--- src/sv/low_shelf_biquad_filter_assert.svh ---
// Assertion helpers used by the filter RTL.
`ifndef LOW_SHELF_BIQUAD_FILTER_ASSERT_SVH
`define LOW_SHELF_BIQUAD_FILTER_ASSERT_SVH

// Same-cycle implication, disabled while reset is held.
`define LSBQ_ASSERT_NOW(label, clk, rst_n, ante, cons) \
    label: assert property (@(posedge clk) disable iff (!(rst_n)) (ante) |-> (cons)) \
        else $error("lsbq assertion failed");

// Next-cycle implication, disabled while reset is held.
`define LSBQ_ASSERT_NEXT(label, clk, rst_n, ante, cons) \
    label: assert property (@(posedge clk) disable iff (!(rst_n)) (ante) |=> (cons)) \
        else $error("lsbq assertion failed");

`endif

--- src/sv/lsbq_pkg.sv ---
`default_nettype none
package lsbq_pkg;

    localparam int SMP_W   = 24;               // Q1.23 sample
    localparam int COEF_W  = 32;               // Q4.28 coefficient
    localparam int DLY_W   = 40;               // Q17.23 delay word
    localparam int FRAC    = 28;               // coefficient fraction bits
    localparam int DIG_W   = 4;                // coefficient digit per step
    localparam int NDIG    = COEF_W / DIG_W;
    localparam int NTERM   = 3;                // products per sum
    localparam int PROD_W  = DLY_W + DIG_W + 1;
    localparam int ACC_W   = 74;               // holds any sum of three products
    localparam int RND_W   = ACC_W - FRAC;     // rounded sum, Q.23
    localparam int DIFF_W  = RND_W + 1;        // x minus rounded feedback
    localparam int CFG_IDX_W  = 3;
    localparam int CFG_DATA_W = COEF_W;
    localparam int SUB_W   = $clog2(NTERM);
    localparam int DCNT_W  = $clog2(NDIG);

    localparam logic [COEF_W-1:0] COEF_ONE = 32'h1000_0000;

    typedef logic signed [COEF_W-1:0] t_coef;
    typedef logic signed [DLY_W-1:0]  t_dly;
    typedef logic signed [SMP_W-1:0]  t_smp;
    typedef logic signed [RND_W-1:0]  t_rnd;

    typedef t_coef t_coef_set [NTERM];
    typedef t_dly  t_opd_set  [NTERM];

    typedef struct packed {
        logic busy;
        logic done;
    } t_mac_stat;

    typedef enum logic [CFG_IDX_W-1:0] {
        REG_SHELF_ENABLE,
        REG_COEFF_B0,
        REG_COEFF_B1,
        REG_COEFF_B2,
        REG_COEFF_A1,
        REG_COEFF_A2
    } t_cfg_index;

    typedef enum logic [1:0] {
        S_IDLE,
        S_FB,
        S_FF,
        S_DONE
    } t_state;

endpackage
`default_nettype wire

--- src/sv/lsbq_if.sv ---
`default_nettype none
interface lsbq_in_if import lsbq_pkg::*; ();
    logic valid;
    logic ready;
    logic channel;
    t_smp sample_in;

    modport source (output valid, output channel, output sample_in, input ready);
    modport sink   (input valid, input channel, input sample_in, output ready);
endinterface

interface lsbq_out_if import lsbq_pkg::*; ();
    logic valid;
    logic ready;
    logic out_channel;
    t_smp sample_out;
    logic clipped;

    modport source (output valid, output out_channel, output sample_out,
                    output clipped, input ready);
    modport sink   (input valid, input out_channel, input sample_out,
                    input clipped, output ready);
endinterface
`default_nettype wire

--- src/sv/lsbq_mac.sv ---
`default_nettype none
// Digit-serial sum of three products, rounded to Q.23.
module lsbq_mac import lsbq_pkg::*; (
    input  wire logic      i_clk,
    input  wire logic      i_rst_n,
    input  wire logic      i_start,
    input  wire t_coef_set i_coef,
    input  wire t_opd_set  i_opd,
    output t_mac_stat      o_stat,
    output t_rnd           o_sum
);

    localparam logic [ACC_W-1:0] RND_HALF =
        {{(ACC_W-FRAC){1'b0}}, 1'b1, {(FRAC-1){1'b0}}};

    logic [COEF_W-1:0]       r_coef [NTERM];
    t_dly                    r_opd  [NTERM];
    logic signed [ACC_W-1:0] r_acc;
    t_rnd                    r_sum;
    logic                    r_busy, r_round, r_done;
    logic [SUB_W-1:0]        r_sub;
    logic [DCNT_W-1:0]       r_dig;

    logic [DIG_W-1:0]        w_digit;
    logic signed [DIG_W:0]   w_digit_ext;
    logic signed [PROD_W-1:0] w_prod;
    logic signed [ACC_W-1:0] w_base;
    logic signed [ACC_W-1:0] n_acc;
    logic [ACC_W-1:0]        w_rnd;
    logic                    w_last_term;

    // Horner over coefficient digits, most significant first; the top digit is signed.
    always_comb begin
        w_digit     = r_coef[r_sub][COEF_W-1 -: DIG_W];
        w_digit_ext = (r_dig == '0) ? {w_digit[DIG_W-1], w_digit} : {1'b0, w_digit};
        w_prod      = PROD_W'(r_opd[r_sub]) * PROD_W'(w_digit_ext);
        w_base      = (r_sub == '0) ? (r_acc <<< DIG_W) : r_acc;
        n_acc       = w_base + ACC_W'(w_prod);
        w_rnd       = r_acc + RND_HALF;
        w_last_term = (r_sub == SUB_W'(NTERM - 1));
    end

    always_ff @(posedge i_clk) begin
        if (!i_rst_n) begin
            r_busy  <= 1'b0;
            r_round <= 1'b0;
            r_done  <= 1'b0;
            r_sub   <= '0;
            r_dig   <= '0;
        end else begin
            r_done <= 1'b0;
            if (i_start) begin
                r_busy  <= 1'b1;
                r_round <= 1'b0;
                r_sub   <= '0;
                r_dig   <= '0;
            end else if (r_busy && !r_round) begin
                if (w_last_term) begin
                    r_sub <= '0;
                    if (r_dig == DCNT_W'(NDIG - 1)) begin
                        r_round <= 1'b1;
                    end else begin
                        r_dig <= r_dig + 1'b1;
                    end
                end else begin
                    r_sub <= r_sub + 1'b1;
                end
            end else if (r_round) begin
                r_round <= 1'b0;
                r_busy  <= 1'b0;
                r_done  <= 1'b1;
            end
        end
    end

    always_ff @(posedge i_clk) begin
        if (i_start) begin
            for (int k = 0; k < NTERM; k++) begin
                r_coef[k] <= i_coef[k];
                r_opd[k]  <= i_opd[k];
            end
            r_acc <= '0;
        end else if (r_busy && !r_round) begin
            r_acc         <= n_acc;
            r_coef[r_sub] <= r_coef[r_sub] << DIG_W;
        end else if (r_round) begin
            r_sum <= w_rnd[ACC_W-1:FRAC];
        end
    end

    assign o_stat = '{busy: r_busy, done: r_done};
    assign o_sum  = r_sum;

endmodule
`default_nettype wire

--- src/sv/low_shelf_biquad_filter.sv ---
// Low-shelf biquad, direct form II, one pair of 40-bit delay words per channel.
// Input channel (i_in): valid/ready transaction of a channel number and a signed
// Q1.23 sample. Output channel (o_out): one transaction per input with the
// channel, the filtered sample saturated to 24 bits and a clip flag.
// Configuration: i_cfg_we writes i_cfg_data to register i_cfg_index
// (0 enable, 1..5 b0 b1 b2 a1 a2, Q4.28); other indexes are ignored. Write
// only while the block is idle.
// Timing: one item at a time. Each sum of products runs on a single
// digit-serial unit, one 4-bit coefficient digit times one delay word per
// cycle, then a rounding step per sum; two sums per sample. The filtered
// sample reaches the output register as the block returns to S_IDLE, where
// it takes the next input. A disabled or out-of-range sample passes through
// with no sum, straight to S_DONE; the block is ready again once S_DONE
// hands it over. The output register frees the input side: a new sample is
// taken while a result still waits; a finished result waits in S_DONE while
// the receiver stalls. Reset clears delays, loads reset coefficients and disables.
`default_nettype none
`include "low_shelf_biquad_filter_assert.svh"
module low_shelf_biquad_filter import lsbq_pkg::*; #(
    parameter int CHANNELS = 2
) (
    input  wire logic                  i_clk,
    input  wire logic                  i_rst_n,
    lsbq_in_if.sink                    i_in,
    lsbq_out_if.source                 o_out,
    input  wire logic                  i_cfg_we,
    input  wire logic [CFG_IDX_W-1:0]  i_cfg_index,
    input  wire logic [CFG_DATA_W-1:0] i_cfg_data
);

    localparam int CH_W = (CHANNELS > 1) ? $clog2(CHANNELS) : 1;

    // configuration
    logic  r_shelf_enable;
    t_coef r_b0, r_b1, r_b2, r_a1, r_a2;

    // per-channel delay line
    t_dly r_delay_one [CHANNELS];
    t_dly r_delay_two [CHANNELS];

    // item in flight
    t_state r_state, n_state;
    logic   r_ch;
    t_smp   r_x;
    t_dly   r_w;
    t_smp   r_y;
    logic   r_clip;

    // output register
    logic r_out_valid, n_out_valid;
    logic r_out_ch;
    t_smp r_out_y;
    logic r_out_clip;

    logic [CH_W-1:0] w_in_idx, w_ch_idx;
    logic            w_in_active;
    logic            w_accept;
    logic            w_load_out;
    logic            w_mac_start;
    t_coef_set       w_coef;
    t_opd_set        w_opd;
    t_mac_stat       w_mac_stat;
    t_rnd            w_mac_sum;
    logic signed [DIFF_W-1:0] w_diff;
    t_dly            w_w_sat;
    t_smp            w_y_sat;
    logic            w_y_clip;

    assign w_in_idx    = CH_W'(i_in.channel);
    assign w_ch_idx    = CH_W'(r_ch);
    assign w_in_active = r_shelf_enable && (int'(i_in.channel) < CHANNELS);

    // Feedback result: w = x - round(a1*z1 + a2*z2), saturated to the delay range.
    always_comb begin
        w_diff = DIFF_W'(r_x) - DIFF_W'(w_mac_sum);
        if (!w_diff[DIFF_W-1] && (|w_diff[DIFF_W-2:DLY_W-1])) begin
            w_w_sat = {1'b0, {(DLY_W-1){1'b1}}};
        end else if (w_diff[DIFF_W-1] && !(&w_diff[DIFF_W-2:DLY_W-1])) begin
            w_w_sat = {1'b1, {(DLY_W-1){1'b0}}};
        end else begin
            w_w_sat = w_diff[DLY_W-1:0];
        end
    end

    // Feedforward result saturated to the sample range; flag the clip.
    always_comb begin
        w_y_clip = 1'b1;
        if (!w_mac_sum[RND_W-1] && (|w_mac_sum[RND_W-2:SMP_W-1])) begin
            w_y_sat = {1'b0, {(SMP_W-1){1'b1}}};
        end else if (w_mac_sum[RND_W-1] && !(&w_mac_sum[RND_W-2:SMP_W-1])) begin
            w_y_sat = {1'b1, {(SMP_W-1){1'b0}}};
        end else begin
            w_y_sat  = w_mac_sum[SMP_W-1:0];
            w_y_clip = 1'b0;
        end
    end

    // Sequencer: feedback sum, then feedforward sum, then hand over the result; a pass-through item skips both sums.
    always_comb begin
        n_state     = r_state;
        i_in.ready  = 1'b0;
        w_mac_start = 1'b0;
        w_load_out  = 1'b0;
        w_coef[0]   = r_a1;
        w_coef[1]   = r_a2;
        w_coef[2]   = '0;
        w_opd[0]    = r_delay_one[w_in_idx];
        w_opd[1]    = r_delay_two[w_in_idx];
        w_opd[2]    = '0;
        unique case (r_state)
            S_IDLE: begin
                i_in.ready = 1'b1;
                if (i_in.valid) begin
                    w_mac_start = w_in_active;
                    n_state     = w_in_active ? S_FB : S_DONE;
                end
            end
            S_FB: begin
                w_coef[0] = r_b0;
                w_coef[1] = r_b1;
                w_coef[2] = r_b2;
                w_opd[0]  = w_w_sat;
                w_opd[1]  = r_delay_one[w_ch_idx];
                w_opd[2]  = r_delay_two[w_ch_idx];
                if (w_mac_stat.done) begin
                    w_mac_start = 1'b1;
                    n_state     = S_FF;
                end
            end
            S_FF: begin
                if (w_mac_stat.done) begin
                    n_state = S_DONE;
                end
            end
            S_DONE: begin
                if (!r_out_valid || o_out.ready) begin
                    w_load_out = 1'b1;
                    n_state    = S_IDLE;
                end
            end
            default: begin
                n_state = S_IDLE;
            end
        endcase
        n_out_valid = w_load_out || (r_out_valid && !o_out.ready);
    end

    assign w_accept = i_in.valid && i_in.ready;

    always_ff @(posedge i_clk) begin
        if (!i_rst_n) begin
            r_state     <= S_IDLE;
            r_out_valid <= 1'b0;
        end else begin
            r_state     <= n_state;
            r_out_valid <= n_out_valid;
        end
    end

    // Configuration registers; ignore unknown indexes.
    always_ff @(posedge i_clk) begin
        if (!i_rst_n) begin
            r_shelf_enable <= 1'b0;
            r_b0 <= COEF_ONE;
            r_b1 <= '0;
            r_b2 <= '0;
            r_a1 <= '0;
            r_a2 <= '0;
        end else if (i_cfg_we) begin
            unique case (t_cfg_index'(i_cfg_index))
                REG_SHELF_ENABLE: r_shelf_enable <= i_cfg_data[0];
                REG_COEFF_B0:     r_b0 <= i_cfg_data;
                REG_COEFF_B1:     r_b1 <= i_cfg_data;
                REG_COEFF_B2:     r_b2 <= i_cfg_data;
                REG_COEFF_A1:     r_a1 <= i_cfg_data;
                REG_COEFF_A2:     r_a2 <= i_cfg_data;
                default: begin
                end
            endcase
        end
    end

    // Advance the delay pair once the feedforward sum is done.
    always_ff @(posedge i_clk) begin
        if (!i_rst_n) begin
            for (int c = 0; c < CHANNELS; c++) begin
                r_delay_one[c] <= '0;
                r_delay_two[c] <= '0;
            end
        end else if (r_state == S_FF && w_mac_stat.done) begin
            r_delay_two[w_ch_idx] <= r_delay_one[w_ch_idx];
            r_delay_one[w_ch_idx] <= r_w;
        end
    end

    // Item payload; a pass-through item takes its sample as the result.
    always_ff @(posedge i_clk) begin
        if (w_accept) begin
            r_ch   <= i_in.channel;
            r_x    <= i_in.sample_in;
            r_y    <= i_in.sample_in;
            r_clip <= 1'b0;
        end
        if (r_state == S_FB && w_mac_stat.done) begin
            r_w <= w_w_sat;
        end
        if (r_state == S_FF && w_mac_stat.done) begin
            r_y    <= w_y_sat;
            r_clip <= w_y_clip;
        end
        if (w_load_out) begin
            r_out_ch   <= r_ch;
            r_out_y    <= r_y;
            r_out_clip <= r_clip;
        end
    end

    lsbq_mac u_mac (
        .i_clk   (i_clk),
        .i_rst_n (i_rst_n),
        .i_start (w_mac_start),
        .i_coef  (w_coef),
        .i_opd   (w_opd),
        .o_stat  (w_mac_stat),
        .o_sum   (w_mac_sum)
    );

    assign o_out.valid       = r_out_valid;
    assign o_out.out_channel = r_out_ch;
    assign o_out.sample_out  = r_out_y;
    assign o_out.clipped     = r_out_clip;

    `LSBQ_ASSERT_NOW(a_start_when_free, i_clk, i_rst_n, w_mac_start, !w_mac_stat.busy)
    `LSBQ_ASSERT_NOW(a_done_in_sum, i_clk, i_rst_n, w_mac_stat.done, (r_state == S_FB || r_state == S_FF))
    `LSBQ_ASSERT_NEXT(a_delay_hold, i_clk, i_rst_n, (r_state != S_FF), $stable(r_delay_one[0]))
    `LSBQ_ASSERT_NOW(a_out_from_done, i_clk, i_rst_n, $rose(r_out_valid), ($past(r_state) == S_DONE))

endmodule
`default_nettype wire
--- src/flat_wrapper.sv ---
// flat-port wrapper written by rule: the top's interface ports become plain ports
module low_shelf_biquad_filter_flat import lsbq_pkg::*;
#(
    parameter int CHANNELS = 2
)
  (i_clk, i_rst_n, i_cfg_we, i_cfg_index, i_cfg_data, i_in_valid, i_in_channel, i_in_sample_in, i_in_ready, o_out_valid, o_out_out_channel, o_out_sample_out, o_out_clipped, o_out_ready);
  lsbq_in_if i_in_i ();
  lsbq_out_if o_out_i ();
  input  wire logic i_clk;
  input  wire logic i_rst_n;
  input  wire logic i_cfg_we;
  input  wire logic [CFG_IDX_W-1:0] i_cfg_index;
  input  wire logic [CFG_DATA_W-1:0] i_cfg_data;
  input wire logic [$bits(i_in_i.valid)-1:0] i_in_valid;
  input wire logic [$bits(i_in_i.channel)-1:0] i_in_channel;
  input wire logic [$bits(i_in_i.sample_in)-1:0] i_in_sample_in;
  output wire logic [$bits(i_in_i.ready)-1:0] i_in_ready;
  output wire logic [$bits(o_out_i.valid)-1:0] o_out_valid;
  output wire logic [$bits(o_out_i.out_channel)-1:0] o_out_out_channel;
  output wire logic [$bits(o_out_i.sample_out)-1:0] o_out_sample_out;
  output wire logic [$bits(o_out_i.clipped)-1:0] o_out_clipped;
  input wire logic [$bits(o_out_i.ready)-1:0] o_out_ready;
  assign i_in_i.valid = i_in_valid;
  assign i_in_i.channel = i_in_channel;
  assign i_in_i.sample_in = i_in_sample_in;
  assign i_in_ready = i_in_i.ready;
  assign o_out_valid = o_out_i.valid;
  assign o_out_out_channel = o_out_i.out_channel;
  assign o_out_sample_out = o_out_i.sample_out;
  assign o_out_clipped = o_out_i.clipped;
  assign o_out_i.ready = o_out_ready;
  low_shelf_biquad_filter #(.CHANNELS(CHANNELS)) u_core (.i_clk(i_clk), .i_rst_n(i_rst_n), .i_in(i_in_i), .o_out(o_out_i), .i_cfg_we(i_cfg_we), .i_cfg_index(i_cfg_index), .i_cfg_data(i_cfg_data));
endmodule
--- config.mk ---
export PLATFORM = sky130hd
export DESIGN_NAME = low_shelf_biquad_filter_flat
export DESIGN_NICKNAME = d
export VERILOG_FILES = /design/src/sv/lsbq_pkg.sv /design/src/sv/lsbq_if.sv /design/src/sv/lsbq_mac.sv /design/src/sv/low_shelf_biquad_filter.sv /design/src/flat_wrapper.sv
export VERILOG_INCLUDE_DIRS = /design/src /design/src/sv
export SDC_FILE = /design/constraint.sdc
export NUM_CORES = 2
export LEC_CHECK = 0
export BUFFER_PORTS_ARGS = -buffer_cell sky130_fd_sc_hd__buf_2
export CORE_MARGIN = 5
export CORE_UTILIZATION = 50
export DETAILED_ROUTE_END_ITERATION = 6
export PLACE_DENSITY = 0.68
export SKIP_LAST_GASP = 1
export SYNTH_ARGS = -nofsm -noshare
export SYNTH_HDL_FRONTEND = slang
export SYNTH_SLANG_ARGS = --single-unit
--- constraint.sdc ---
create_clock -name i_clk -period 8.3 [get_ports i_clk]
set_input_delay 1.245 -clock i_clk [delete_from_list [all_inputs] [get_ports i_clk]]
set_output_delay 1.245 -clock i_clk [all_outputs]
set_load 0.05 [all_outputs]
==> out/qor.yml <==
run_status: "completed"
clock_sinks: 815
synth_top_cell_by_area: "edfxtp_1"
route.vias.total: 36879
grt_max_degree: 202
drt_iter0_drc: 3125
intPower_mw: 9.99
synth.net_count: 5506
cts.path.max_buffers: 3
gr-usage-all-layers: 0.250
min_period_ns: 7.69
hold_viol: 0
p_sw_mw: 6.99
cts_tree: "yes"
rows: 116
critPathCaptureType: "flip-flop"
cts_hold_buf: 0
crit_slowest_cell: "or3b_2"
final-setup-viol-count: 0
utilization: 0.546
drv_slew: 0
pwr-share-clk: 0.231
nets: 5442
synth-edff-count: 554
numPortBuffers: 92
overflow: 0
dieWidth_um: 326
start_kind: "flip-flop"
start_util: 0.502
worstMarginPinSlew_ns: 1.26
ir_drop_mv: 0.255
rsz0062_at_grt: "no"
power.density_mw_per_mm2: 312
syn_area_per_cell_um2: 10.0
cts-resized-gates: 0
crit_path_frequent_cell: "fa_1"
dieArea_mm2: 0.107
ctsRootBufferMaster: "clkbuf_16"
synthCells: 4985
syn2layout_area_growth_pct: 8.78
sw_frac_of_total: 0.412
synth.cell_area_mm2: 0.0501
async_flop_share: 0
htreeDepth: 3
grt_pass1_wl_um: 210000
path_max_fanout: 19
fin_crit_sh: 0.926
slew_headroom: 0.160
p_leak_nw: 21.5
gp_congestion: 0.913
core_mm2: 0.0997
crit_arrival_ns: 8.25
setup_tns_ns: 0
antenna_found_initial: 7
ys.warnings.count: 0
drc: 0
crit_path_max_incr_delay_ns: 0.67
dr.pass1.iters: 5
ios: 93
p_comb_frac: 0.463
holdWs_ns: 0.419
drt-total-wl_um: 136000
fill_cells: 8669
cts_setup_buffers: 0
first_global_vias: 36286
synth_ff_type: "edfxtp_1"
dp_hpwl_um: 91700
yosys.cell_types.count: 77
power_frac_seq: 0.306
drv_cap: 0
synth_seq_area_share: 0.437
fp.dieH_um: 326
final_common_cell: "nand2_1"
clk_latency_ns: 0.67
numCtsBuffers: 89
clock.fmax_ghz: 0.130
path_buf_inv: 2
required_ns: 8.86
layout-drive-gt1-share: 0.0761
yosys-top-cells-area: "edfxtp_1 33%, dfxtp_1 10%, fa_1 10%"
synth_top_cell_area_share: 0.332
drtAntennaViolNets: 0
path_cells: "mux2i_1, nand2_1, o21ai_4, or3b_2, nand2b_1, fa_1, fa_1, fa_1, inv_1, fa_1, inv_1, fa_1, nand2b_1, a21oi_1, o311a_1, o311ai_0, a211oi_1, o21ai_0, a21oi_1, nor2_1, o41ai_1, mux2i_1, nand2_1"
cp_top_family: "compound AO/OA/AOI/OAI gates"
synth_seq_cells: 815
layout_common_cells: "754 x nand2_1, 554 x edfxtp_1, 420 x a21oi_1"
viasPerCell: 5.86
fin_skew_ns: 0.0418
crit_type: "flip-flop to flip-flop"
hp-class: "flip-flop to flip-flop"
avgRoutedWirePerCell_um: 21.7
clkTransAtPathRegs_ns: 0.06
-- per-layer routing --
layer,track usage,share of wire
met5,0,0
met4,0.0795,0.028
met3,0.0341,0.061
met2,0.420,0.49
met1,0.339,0.42
-- layout make-up --
| class | instances | area, µm² | area share |
|---|---|---|---|
| multi-input combinational | 3491 | 25800 | 0.473 |
| sequential | 815 | 21900 | 0.402 |
| clock buffer | 108 | 2340 | 0.0429 |
| tap | 1298 | 1620 | 0.0298 |
| inverter | 374 | 1410 | 0.0259 |
| timing repair buffer | 150 | 911 | 0.0167 |
| clock inverter | 57 | 518 | 0.00951 |
| antenna | 5 | 12.5 | 0.000230 |
-- state kept, by name (all words and copies together) (netlist names), 2 cells and up, named ones only --
name,count
u_core.r_b0,32
u_core.u_mac.r_opd,120
u_core.r_w,40
u_core.r_y,24
u_core.r_a1,32
u_core.u_mac.r_dig,3
u_core.o_out.sample_out,24
u_core.r_b2,32
u_core.u_mac.r_sub,2
u_core.u_mac.r_acc,74
u_core.u_mac.r_coef,124
u_core.r_x,24
u_core.r_b1,32
u_core.r_state,2
u_core.r_delay_one,80
u_core.r_delay_two,80
u_core.r_a2,32
u_core.u_mac.o_sum,46
-- kinds of logic after synthesis --
group	Yosys count	share of synthesized area
flops	815	0.437
fa+ha+maj	456	0.152
buf+inv	679	0.0519
xor+xnor	147	0.0257
simple gates	1544	0.140
mux	293	0.0653
compound gates	1051	0.129
-- power by group through the flow --
stage / sequential [mW] / clock, mW / combinational, mW
floorplan: 5.09 / 0 / 5.91
global placement: 5.26 / 0 / 7.68
detailed placement: 5.27 / 0 / 7.76
CTS: 5.19 / 3.98 / 7.83
global route: 5.22 / 4.14 / 8.79
finish: 5.19 / 3.93 / 7.86
-- stage by stage --
step / instances / setup slack, ns / power, mW / cell area, µm²
3_5_place_dp: 6128 / 0.749 / 13.0 / 51600
6_report: 6298 / 0.613 / 17.0 / 54500
3_3_place_gp: 6128 / 0.811 / 12.9 / 51600
5_1_grt: 6298 / 0.216 / 18.2 / 54500
2_1_floorplan: 4985 / 0.460 / 11.0 / 50100
4_1_cts: 6293 / 0.716 / 17.0 / 54500
-- Yosys cell counts, types with 29 or more instances --
library cell  count
nand2_1         757
edfxtp_1        554
a21oi_1         421
inv_1           372
nor2_1          286
dfxtp_1         261
mux2i_1         256
fa_1            253
clkbuf_1        252
o21ai_0         227
ha_1            203
nor2b_1         151
and2_1          102
xnor2_1         100
a211oi_1         92
nand3_1          71
nand4_1          52
a21o_1           51
xor2_1           47
o21a_1           45
buf_1            37
a311oi_1         34
a22o_1           29
-- worst register-to-register path: cells and delay by family (launching register included) --
kind | cells | cell delay, ns
fa+ha+maj | 5 | 2.33
mux | 2 | 0.40
buf+inv | 2 | 0.11
simple gates | 6 | 1.43
compound gates | 8 | 2.73
flops | 1 | 0.58
-- final timing paths --
path | from | to | slack [ns] | depth (start not counted)
worst max-delay path | flip-flop | u_core.u_mac.r_acc[71]$_SDFFE_PP0P_ | 0.61 | 23
worst min-delay path | u_core.r_y[7]$_DFFE_PP_ | u_core.o_out.sample_out[7]$_DFFE_PP_ | 0.42 | 0
worst max register to register | flip-flop | u_core.u_mac.r_acc[71]$_SDFFE_PP0P_ | 0.61 | 23
worst min register to register | u_core.r_y[7]$_DFFE_PP_ | u_core.o_out.sample_out[7]$_DFFE_PP_ | 0.42 | 0
(Power assumes the default switching activity.)
